[config.mk]
export PLATFORM = sky130hd
export DESIGN_NAME = chip8_ctrl
export DESIGN_NICKNAME = d
export VERILOG_FILES = /design/src/rtl/chip8_pkg.sv /design/src/rtl/chip8_ctrl.sv
export SDC_FILE = /design/constraint.sdc
export NUM_CORES = 1
export LEC_CHECK = 0
export BUFFER_PORTS_ARGS = -buffer_cell sky130_fd_sc_hd__buf_2
export CORE_AREA = 2 2 39 41
export DETAILED_ROUTE_END_ITERATION = 16
export DIE_AREA = 0 0 41 43
export PLACE_DENSITY = 0.66
export SLEW_MARGIN = 40
export SYNTH_ARGS = -nofsm -noshare
export SYNTH_HDL_FRONTEND = slang
export SYNTH_SLANG_ARGS = --single-unit
[constraint.sdc]
create_clock -name clock -period 1.72 [get_ports clock]
set_clock_uncertainty 0.15 [all_clocks]
set_input_delay 0.344 -clock clock [delete_from_list [all_inputs] [get_ports clock]]
set_output_delay 0.344 -clock clock [all_outputs]
set_load 0.05 [all_outputs]
[src/rtl/chip8_pkg.sv]
// ----------------------------------------------------------------------------
// chip8_pkg
// Shared types, constants and the hex font for the CHIP-8 executor.
// ----------------------------------------------------------------------------
package chip8_pkg;

   localparam int MEM_BYTES       = 4096;
   localparam int MEM_AW          = $clog2(MEM_BYTES);
   localparam int FONT_BYTES      = 80;
   localparam int FONT_AW         = $clog2(FONT_BYTES);
   localparam int STACK_DEPTH_DEF = 16;
   localparam int NUM_REGS        = 16;
   localparam logic [15:0] PC_RESET = 16'h0200;

   localparam logic [7:0] FONT_ROM [FONT_BYTES] = '{
      8'hF0,8'h90,8'h90,8'h90,8'hF0, 8'h20,8'h60,8'h20,8'h20,8'h70,
      8'hF0,8'h10,8'hF0,8'h80,8'hF0, 8'hF0,8'h10,8'hF0,8'h10,8'hF0,
      8'h90,8'h90,8'hF0,8'h10,8'h10, 8'hF0,8'h80,8'hF0,8'h10,8'hF0,
      8'hF0,8'h80,8'hF0,8'h90,8'hF0, 8'hF0,8'h10,8'h20,8'h40,8'h40,
      8'hF0,8'h90,8'hF0,8'h90,8'hF0, 8'hF0,8'h90,8'hF0,8'h10,8'hF0,
      8'hF0,8'h90,8'hF0,8'h90,8'h90, 8'hE0,8'h90,8'hE0,8'h90,8'hE0,
      8'hF0,8'h80,8'h80,8'h80,8'hF0, 8'hE0,8'h90,8'h90,8'h90,8'hE0,
      8'hF0,8'h80,8'hF0,8'h80,8'hF0, 8'hF0,8'h80,8'hF0,8'h80,8'h80
   };

   typedef struct packed {
      logic        kind;
      logic [11:0] address;
      logic [7:0]  data;
      logic [15:0] forced_opcode;
      logic [15:0] key_mask;
      logic [7:0]  random_byte;
   } req_type;

   typedef struct packed {
      logic [15:0] program_counter;
      logic [15:0] index_value;
      logic [15:0] executed_opcode;
      logic [7:0]  delay_value;
      logic [7:0]  sound_value;
      logic        waiting_key;
      logic        unsupported;
   } rsp_type;

   typedef enum logic [4:0] {
      CMD_NONE,
      CMD_CLEAR,
      CMD_LOAD,
      CMD_WRITE,
      CMD_FETCH_HI,
      CMD_FETCH_LO,
      CMD_FETCH_END,
      CMD_REG_READ,
      CMD_EXEC,
      CMD_BCD0,
      CMD_BCD1,
      CMD_BCD2,
      CMD_ST_RD,
      CMD_ST_WR,
      CMD_LD_RD,
      CMD_LD_WR,
      CMD_FINISH
   } cmd_code_type;

   typedef struct packed {
      cmd_code_type code;
   } ctrl_cmd_type;

   typedef struct packed {
      logic clear_last;
      logic req_write;
      logic req_fetch;
      logic is_bcd;
      logic is_store;
      logic is_load;
      logic move_last;
   } dp_status_type;

endpackage

[src/rtl/chip8_ctrl.sv]
// ----------------------------------------------------------------------------
// chip8_ctrl
// Sequencer: clears memory after reset, then steps each instruction through
// fetch if needed, register read, execute, multi-byte moves and result.
// ----------------------------------------------------------------------------
module chip8_ctrl (
   input  logic                     clock,
   input  logic                     reset,
   input  logic                     start,
   input  chip8_pkg::dp_status_type status,
   output chip8_pkg::ctrl_cmd_type  cmd,
   output logic                     busy,
   output logic                     rsp_strobe
);
   import chip8_pkg::*;

   typedef enum logic [4:0] {
      S_CLEAR, S_IDLE, S_WRITE, S_FETCH_HI, S_FETCH_LO, S_FETCH_END,
      S_REG_READ, S_EXEC, S_BCD0, S_BCD1, S_BCD2, S_ST_RD, S_ST_WR,
      S_LD_RD, S_LD_WR, S_FINISH, S_DONE
   } state_type;

   state_type state_ff, state_in;
   logic      busy_ff, strobe_ff;

   always_comb begin
      state_in = state_ff;
      cmd.code = CMD_NONE;
      unique case (state_ff)
         S_CLEAR: begin
            cmd.code = CMD_CLEAR;
            if (status.clear_last) state_in = S_IDLE;
         end
         S_IDLE: begin
            if (start) begin
               cmd.code = CMD_LOAD;
               if (status.req_write)      state_in = S_WRITE;
               else if (status.req_fetch) state_in = S_FETCH_HI;
               else                       state_in = S_REG_READ;
            end
         end
         S_WRITE: begin
            cmd.code = CMD_WRITE;
            state_in = S_DONE;
         end
         S_FETCH_HI: begin
            cmd.code = CMD_FETCH_HI;
            state_in = S_FETCH_LO;
         end
         S_FETCH_LO: begin
            cmd.code = CMD_FETCH_LO;
            state_in = S_FETCH_END;
         end
         S_FETCH_END: begin
            cmd.code = CMD_FETCH_END;
            state_in = S_REG_READ;
         end
         S_REG_READ: begin
            cmd.code = CMD_REG_READ;
            state_in = S_EXEC;
         end
         S_EXEC: begin
            cmd.code = CMD_EXEC;
            if (status.is_bcd)        state_in = S_BCD0;
            else if (status.is_store) state_in = S_ST_RD;
            else if (status.is_load)  state_in = S_LD_RD;
            else                      state_in = S_FINISH;
         end
         S_BCD0: begin
            cmd.code = CMD_BCD0;
            state_in = S_BCD1;
         end
         S_BCD1: begin
            cmd.code = CMD_BCD1;
            state_in = S_BCD2;
         end
         S_BCD2: begin
            cmd.code = CMD_BCD2;
            state_in = S_FINISH;
         end
         S_ST_RD: begin
            cmd.code = CMD_ST_RD;
            state_in = S_ST_WR;
         end
         S_ST_WR: begin
            cmd.code = CMD_ST_WR;
            state_in = status.move_last ? S_FINISH : S_ST_RD;
         end
         S_LD_RD: begin
            cmd.code = CMD_LD_RD;
            state_in = S_LD_WR;
         end
         S_LD_WR: begin
            cmd.code = CMD_LD_WR;
            state_in = status.move_last ? S_FINISH : S_LD_RD;
         end
         S_FINISH: begin
            cmd.code = CMD_FINISH;
            state_in = S_DONE;
         end
         S_DONE: begin
            state_in = S_IDLE;
         end
         default: begin
            state_in = S_IDLE;
         end
      endcase
   end

   always_ff @(posedge clock) begin
      if (reset) begin
         state_ff  <= S_CLEAR;
         busy_ff   <= 1'b1;
         strobe_ff <= 1'b0;
      end else begin
         state_ff  <= state_in;
         busy_ff   <= (state_in != S_IDLE);
         strobe_ff <= (state_in == S_DONE);
      end
   end

   assign busy       = busy_ff;
   assign rsp_strobe = strobe_ff;

endmodule

==> impl_metrics.tcl, run 1 <==
set metrics [dict create \
    leakage_nw 0.347 \
    antenna_found_initial 0 \
    chipWidth_um 41 \
    cts_max_level 1 \
    pwr-share-seq_pct 33.5 \
    drt_iter0_markers 7 \
    synth_area_leader_cell "dfxtp_1" \
    gp_congestion 0.826 \
    cts-root-buf "clkbuf_4" \
    status "complete, but fails checks" \
    avgRoutedWirePerCell_um 13.0 \
    hold_violations 0 \
    worst_slew_pin_slew_ps 306 \
    hold_buffers 0 \
    dp_hpwl_um 1010 \
    switching_power_mw 0.201 \
    slowest_stage "dfxtp_2" \
    synth_common_cells "nor2_1 (9), dfxtp_1 (7), a21oi_1 (5), buf_6 (5), nor3_1 (4)" \
    ys_types 33 \
    grt_max_degree 11 \
    cts_buffers 3 \
    clk_latency_ps 260 \
    fin_crit_ps 1730 \
    clk_path_buf_depth 2 \
    fp-row-count 14 \
    path_clk_slew_ps 50 \
    netlist_top_cells_area "dfxtp_1 (24%), buf_6 (9.7%), nor2_1 (5.8%)" \
    area_growth_pct 35.9 \
    start_util_pct 42.0 \
    detail-route-antenna-nets 0 \
    stdcell_count 108 \
    synth_edf_count 0 \
    place_ws_ps 47.5 \
    fill_cells 122 \
    post_synth.cell_area_avg_sq_um 8.68 \
    yosysSeqAreaShare_pct 24.1 \
    drv_slew 0 \
    cp.required_ps 1230 \
    synth_top_cell_area_share_pct 24.1 \
    drc 0 \
    via_per_inst 5.17 \
    worst-setup-path-type "reg2out" \
    p_clk_share_pct 27.9 \
    worst_slack_ps -9.21 \
    overflow 0 \
    async_flop_share_pct 0 \
    hp-class "in2reg" \
    pin_count 17 \
    start_kind "flop" \
    first_global_vias 492 \
    synth-main-ff-cell "dfxtp_1" \
    grt_use_total_pct 19.0 \
    die_area_sq_mm 0.00176 \
    drt_pass1_iterations 3 \
    arrival_ps 1240 \
    internal-power_mw 0.353 \
    synth_top_family_by_area "simple AND/OR/NAND/NOR gates" \
    syn_nets 77 \
    dp_cells 101 \
    synth_most_common_cell "nor2_1" \
    finalSetupViolCount 1 \
    fin_crit_sh_pct 101 \
    grt_pass1_wl_um 2150 \
    cp-end-kind "output pin" \
    syn_area_sq_um 582 \
    maxCapViolations 0 \
    synth_mux_area_share_pct 0 \
    violations "negative setup slack" \
    slowest_delay_ps 340 \
    num_vias 558 \
    cts.sinks 7 \
    crit_fanout 4 \
    cts_tree "done" \
    nets 103 \
    rsz0062_at_grt "true" \
    ys_warn_count 0 \
    max_freq_mhz 578 \
    diodes 0 \
    ys_seq_elements 7 \
    chipHeight_um 43 \
    synth-xor-area-share_pct 4.52 \
    routed_wirelength_um 1400 \
    synth_fa_ha_area_share_pct 0 \
    combinationalPowerShare_pct 38.6 \
    fp.coreArea_sq_mm 0.00138 \
    ir_drop_mv 0.400 \
    layout-drive-gt1-share_pct 57.6 \
    p_per_area_mw_per_mm2 701 \
    synth_compound_area_share_pct 21.9 \
    synthCells 67 \
    portBuffers 16 \
    p_sw_share_pct 36.3 \
    yosys.area_share.simple_pct 36.6 \
    max_slew_margin_pct 79.6 \
    cp_cell_sequence "and2_4 > nand2_4 > xor2_2 > nor2_2 > buf_6" \
]
-- final timing paths --
path                     from           to  slack (ps)  depth (start not counted)
setup reg to reg  state_ff[1]         busy         100                          7
setup / recovery  state_ff[1]       cmd[3]          -9                          5
hold / removal          reset  state_ff[0]         190                          2
hold reg to reg   state_ff[1]  state_ff[4]         350                          1
-- stage by stage --
step / instance area [sq um] / setup TNS [ps] / util (%) / hold slack, ps / total power [mW]
2_1_floorplan: 593 / -8.69 / - / 259 / 0.338
3_3_place_gp: 689 / 0 / 49.8 / 357 / 0.382
3_5_place_dp: 689 / 0 / 49.8 / 353 / 0.385
4_1_cts: 752 / -87.6 / 54.3 / 186 / 0.550
5_1_grt: 791 / -130 / 57.1 / 194 / 0.585
6_report: 791 / -9.21 / 57.1 / 189 / 0.555
-- metal layers --
layer / global-route usage, % / vias to the layer above / share of wire, %
met3: 6.28 / 4 / 3.0
li1: - / 279 / -
met2: 26.6 / 10 / 51
met5: 0 / - / 0
met1: 24.9 / 265 / 44
met4: 10.0 / 0 / 2.1
-- layout make-up --
| cell class | instances | area [sq um] | area share, % |
|---|---|---|---|
| clock buffers | 4 | 26.3 | 3.32 |
| inverters | 3 | 11.3 | 1.42 |
| multi-input cells | 51 | 399 | 50.5 |
| flip-flops and latches | 7 | 150 | 19.0 |
| well taps | 16 | 20.0 | 2.53 |
| repair buffers | 27 | 184 | 23.3 |
-- power by group through the flow --
stage | combinational [mW] | clock [mW] | sequential, mW
after floorplan | 0.138 | 0 | 0.200
after global placement | 0.193 | 0 | 0.188
after detailed placement | 0.196 | 0 | 0.188
after CTS | 0.208 | 0.158 | 0.185
after global routing | 0.230 | 0.167 | 0.188
final | 0.214 | 0.155 | 0.186
-- cell usage in the layout (no fill, tap or decap), drive strengths merged --
| cell | synthesis | routed |
|---|---|---|
| a211oi | 1 | 1 |
| a21o | 1 | 1 |
| a21oi | 5 | 5 |
| a2bb2oi | 1 | 1 |
| a31oi | 2 | 2 |
| and2 | 2 | 2 |
| and2b | 1 | 1 |
| buf | 6 | 27 |
| clkbuf | 0 | 4 |
| dfxtp | 7 | 7 |
| inv | 3 | 3 |
| nand2 | 3 | 3 |
| nand2b | 3 | 3 |
| nand3 | 2 | 2 |
| nor2 | 10 | 10 |
| nor2b | 2 | 2 |
| nor3 | 5 | 5 |
| nor4 | 1 | 1 |
| nor4b | 3 | 3 |
| o2111ai | 1 | 1 |
| o21ai | 4 | 4 |
| o31ai | 1 | 1 |
| xnor2 | 2 | 2 |
| xor2 | 1 | 1 |
-- kinds of logic (layout without fill, tap and decap cells) --
logic type	after synthesis	after routing
flip-flops	7	7
AND/OR/NAND/NOR	32	32
AO/OA/AOI/OAI	16	16
XOR/XNOR	3	3
buffers and inverters	9	34
-- what timing repair did --
action / 4_1_cts / 5_1_grt
endpoints found under the hold margin: 0 / 0
setup endpoints to repair: 4 / 3
resized for setup: 10 / 8
pin swaps: 2 / 2
setup buffers: 2 / 1
-- worst max-delay path, delay by kind of cell, from the launching register on --
kind,cells,cell delay (ps)
buffers and inverters,1,160
XOR/XNOR,1,150
AND/OR/NAND/NOR,3,330
flip-flops,1,340
-- flip-flops by register name, summed over array words and instances (netlist names) --
register / cells
busy: 1
rsp_strobe: 1
state_ff: 5
(Power assumes the default switching activity.)
==> run 2, diff against run 1 <==
--- a/config.mk
+++ b/config.mk
@@ -9,7 +9,7 @@
 export CORE_AREA = 2 2 39 41
 export DETAILED_ROUTE_END_ITERATION = 16
 export DIE_AREA = 0 0 41 43
-export PLACE_DENSITY = 0.66
+export PLACE_DENSITY_LB_ADDON = 0.15
 export SLEW_MARGIN = 40
 export SYNTH_ARGS = -nofsm -noshare
 export SYNTH_HDL_FRONTEND = slang
==> impl_metrics.tcl, run 2 (synthesized netlist as in run 1, its figures left out) <==
set metrics [dict create \
    status "finished, final reports clean" \
    fin_crit_ps 1710 \
    overflow 0 \
    detail-route-antenna-nets 0 \
    r2r-end "busy" \
    min_delay_path_depth 2 \
    arrival_ps 1210 \
    antenna_found_initial 0 \
    stdcell_count 105 \
    num_vias 537 \
    cts_tree "done" \
    worst_slew_pin_slew_ps 272 \
    grt_use_total_pct 16.9 \
    grt_max_degree 12 \
    path_clk_slew_ps 50 \
    worst_slack_ps 11.0 \
    ff2ff_path_depth 7 \
    final_common_cell "buf_2" \
    portBuffers 16 \
    finalSetupViolCount 0 \
    rsz0062_at_grt "true" \
    start_kind "flop" \
    drt_pass1_iterations 3 \
    fin_crit_sh_pct 99.4 \
    holdWs_ps 197 \
    gp_congestion 0.876 \
    max_slew_margin_pct 81.8 \
    layout-drive-gt1-share_pct 58.4 \
    pwr-share-seq_pct 34.5 \
    fin_tns_setup_ps 0 \
    fill_cells 136 \
    p_clk_share_pct 27.1 \
    chipWidth_um 41 \
    diodes 0 \
    clk_latency_ps 240 \
    leakage_nw 0.319 \
    maxCapViolations 0 \
    p_sw_share_pct 35.1 \
    fp.coreArea_sq_mm 0.00138 \
    cp.required_ps 1230 \
    hold_violations 0 \
    area_growth_pct 35.3 \
    combinationalPowerShare_pct 38.4 \
    cp-end-kind "output pin" \
    worstSetupEndpoint "cmd[3]" \
    holdCritStartpoint "reset" \
    avgRoutedWirePerCell_um 11.8 \
    largest_register_ffs 5 \
    cts_max_level 1 \
    r2r_start "state_ff[1]" \
    clk_path_buf_depth 2 \
    crit_start "state_ff[0]" \
    placed_area_sq_um 674 \
    fp-row-count 14 \
    regMostFlops "state_ff" \
    internal-power_mw 0.347 \
    first_global_vias 496 \
    max_freq_mhz 585 \
    r2r_slack_ps 130 \
    final_area_sq_um 787 \
    die_area_sq_mm 0.00176 \
    grt_pass1_wl_um 2040 \
    switching_power_mw 0.187 \
    chipHeight_um 43 \
    ir_drop_mv 0.470 \
    drc 0 \
    via_per_inst 5.11 \
    dp_hpwl_um 922 \
    start_util_pct 42.0 \
    dp_cells 99 \
    place_ws_ps 85.7 \
    crit_fanout 4 \
    cts-root-buf "clkbuf_4" \
    cts_buffers 3 \
    drt_iter0_markers 4 \
    cts.sinks 7 \
    p_per_area_mw_per_mm2 679 \
    pin_count 17 \
    hp-class "in2reg" \
    worst-setup-path-type "reg2out" \
    nets 100 \
    layout_common_cells "buf_2 (12), buf_4 (8), nor2_1 (6)" \
    routed_wirelength_um 1240 \
    drv_slew 0 \
]
## run 2: metal layers
metal,wire length (um),global-route usage (%),up-vias
li1,-,-,278
met1,595,22.4,243
met2,575,25.0,14
met3,52,6.81,2
met4,15,4.00,0
met5,0,0,-
## run 2: final cells by class
type / instances / area (sq um) / share of cell area (%)
multi-input combinational: 51 / 413 / 52.5
timing repair buffer: 24 / 165 / 21.0
sequential: 7 / 151 / 19.2
clock buffer: 4 / 26.3 / 3.34
tap: 16 / 20.0 / 2.54
inverter: 3 / 11.3 / 1.43
## run 2: power groups by stage
stage | Sequential (mW) | Clock, mW | Combinational [mW]
4_1_cts | 0.187 | 0.148 | 0.196
3_3_place_gp | 0.189 | 0 | 0.189
2_1_floorplan | 0.200 | 0 | 0.138
6_report | 0.184 | 0.145 | 0.205
5_1_grt | 0.185 | 0.164 | 0.220
3_5_place_dp | 0.188 | 0 | 0.189
## run 2: per-stage QoR
step	total power [mW]	utilization (%)
finish	0.534	56.9
CTS	0.531	54.4
global placement	0.378	48.7
detailed placement	0.377	48.7
floorplan	0.338	-
global route	0.569	56.9
## run 2: worst min-delay path by stage
stage / end
floorplan: state_ff[0]
global placement: state_ff[0]
detailed placement: state_ff[0]
CTS: state_ff[0]
global route: state_ff[0]
finish: state_ff[0]
## run 2: repair_timing
item,CTS,global route
endpoints found under the setup margin,4,4
hold buffers,0,0
pin swaps,3,2
setup buffers,2,0
hold endpoints to repair,0,0
resized for setup,14,7
## run 2: worst max-delay path, stage by stage (launching register included)
cell and delay [ps]:
dfxtp_2 350, and2_4 150, nand2_2 60, xor2_2 150, nor2_2 90, buf_6 160
==> run 3, diff against run 2 <==
--- a/config.mk
+++ b/config.mk
@@ -5,6 +5,7 @@
 export SDC_FILE = /design/constraint.sdc
 export NUM_CORES = 1
 export LEC_CHECK = 0
+export ABC_AREA = 1
 export BUFFER_PORTS_ARGS = -buffer_cell sky130_fd_sc_hd__buf_2
 export CORE_AREA = 2 2 39 41
 export DETAILED_ROUTE_END_ITERATION = 16
==> impl_metrics.tcl, run 3 <==
set metrics [dict create \
    crit_fanout 6 \
    r2r_slack_ps 120 \
    nets 140 \
    async_flop_share_pct 0 \
    internal-power_mw 0.376 \
    portBuffers 16 \
    antenna_found_initial 0 \
    status "complete, but fails checks" \
    ys_warn_count 0 \
    switching_power_mw 0.227 \
    die_area_sq_mm 0.00176 \
    arrival_ps 1300 \
    combinationalPowerShare_pct 45.0 \
    cp-end-kind "output pin" \
    cts_max_level 1 \
    min_delay_path_depth 2 \
    maxCapViolations 0 \
    syn_nets 98 \
    chipWidth_um 41 \
    synth_edf_count 0 \
    ys_types 21 \
    num_vias 702 \
    ys_seq_elements 7 \
    p_sw_share_pct 37.7 \
    dp_hpwl_um 1150 \
    fill_cells 112 \
    diodes 0 \
    synthCells 88 \
    netlist_top_cells_area "dfxtp_1 (25%), nand2_1 (13%), nand4_1 (10%)" \
    stdcell_count 145 \
    leakage_nw 0.511 \
    cts_buffers 3 \
    synth_area_leader_cell "dfxtp_1" \
    max_slew_margin_pct 83.6 \
    r2r_start "state_ff[1]" \
    gp_congestion 0.829 \
    ff2ff_path_depth 11 \
    fp.coreArea_sq_mm 0.00138 \
    path_clk_slew_ps 50 \
    first_global_vias 564 \
    detail-route-antenna-nets 0 \
    overflow 0 \
    r2r-end "busy" \
    synth_top_cell_area_share_pct 25.1 \
    hp-class "in2reg" \
    via_per_inst 4.84 \
    cts_tree "done" \
    start_util_pct 40.4 \
    start_kind "flop" \
    area_growth_pct 79.4 \
    holdWs_ps 167 \
    finalSetupViolCount 4 \
    total_power_mw 0.604 \
    fp-row-count 14 \
    p_clk_share_pct 23.4 \
    cp.required_ps 1230 \
    pwr-share-seq_pct 31.6 \
    fin_crit_ps 1790 \
    worst_slack_ps -72.5 \
    avgRoutedWirePerCell_um 11.9 \
    routed_wirelength_um 1720 \
    p_per_area_mw_per_mm2 602 \
    drt_pass1_iterations 4 \
    layout_common_cells "buf_4 (19), nand2_1 (16), buf_2 (12)" \
    final_area_sq_mm 0.00100 \
    ir_drop_mv 0.561 \
    synth-main-ff-cell "dfxtp_1" \
    clk_latency_ps 240 \
    rsz0062_at_grt "true" \
    layout-drive-gt1-share_pct 56.6 \
    violations "negative setup slack" \
    worst-setup-path-type "reg2out" \
    post_synth.cell_area_avg_sq_um 6.36 \
    grt_pass1_wl_um 2360 \
    regMostFlops "state_ff" \
    cts.sinks 7 \
    holdCritStartpoint "reset" \
    drv_slew 0 \
    placed_area_sq_um 737 \
    synth_common_cells "nand2_1 (19), nor2_1 (12), inv_1 (10)" \
    dp_cells 130 \
    place_ws_ps -8.09 \
    pin_count 17 \
    fin_crit_sh_pct 104 \
    whs_endpoint "state_ff[4]" \
    worst_slew_pin_slew_ps 248 \
    grt_max_degree 10 \
    syn_area_sq_um 559 \
    cts-root-buf "clkbuf_4" \
    yosysSeqAreaShare_pct 25.1 \
    chipHeight_um 43 \
    hold_buffers 0 \
    final_common_cell "buf_4" \
    synth_most_common_cell "nand2_1" \
    grt_use_total_pct 19.1 \
    max_freq_mhz 558 \
    clk_path_buf_depth 2 \
    drt_iter0_markers 14 \
    drc 0 \
    hold_violations 0 \
    largest_register_ffs 5 \
]
run 3: stage by stage:
| step | TNS (ps) | util, % |
|---|---|---|
| 6_report | -184 | 72.5 |
| 5_1_grt | -374 | 72.5 |
| 4_1_cts | -235 | 62.3 |
| 3_5_place_dp | -8.09 | 53.3 |
| 3_3_place_gp | -101 | 53.3 |
| 2_1_floorplan | 0 | - |
run 3: power groups by stage:
stage	logic, mW	registers, mW	clock network, mW
finish	0.271	0.191	0.141
global route	0.291	0.191	0.158
CTS	0.233	0.190	0.145
detailed placement	0.212	0.193	0
global placement	0.212	0.193	0
floorplan	0.129	0.202	0
run 3: repair_timing:
item	CTS	global route
setup buffers	3	8
resized for setup	23	14
endpoints found under the setup margin	4	4
pin swaps	3	8
run 3: cells by family after synthesis:
family	synth area share [%]
simple gates	48.8
buf+inv	13.2
compound gates	11.4
flops	25.1
xor+xnor	1.57
run 3: layout make-up:
type	instances	area, sq um	share of cell area [%]
sequential	7	159	15.8
clock buffer	4	26.3	2.62
inverter	15	63.8	6.36
multi-input combinational	64	420	41.9
tap	16	20.0	2.00
timing repair buffer	39	314	31.3
run 3: metal layers:
metal	routed length, um	share of wire [%]	up-vias	track usage [%]
met5	0	0	-	0
met1	740	43	318	27.7
met2	924	54	16	29.7
met4	0	0	0	2.00
li1	-	-	368	-
met3	54	3.1	0	3.14
run 3: critical path, cell delays in order (launching register included):
cell and delay, ps:
dfxtp_4 440, nand2_2 100, a211oi_4 200, nor2_2 80, nand2_2 90, buf_8 150
run 3: worst max path at each step:
stage / start / endpoint
floorplan: state_ff[0] / cmd[1]
global placement: state_ff[1] / cmd[1]
detailed placement: state_ff[1] / cmd[1]
CTS: state_ff[1] / cmd[3]
global route: state_ff[3] / cmd[3]
finish: state_ff[3] / cmd[3]
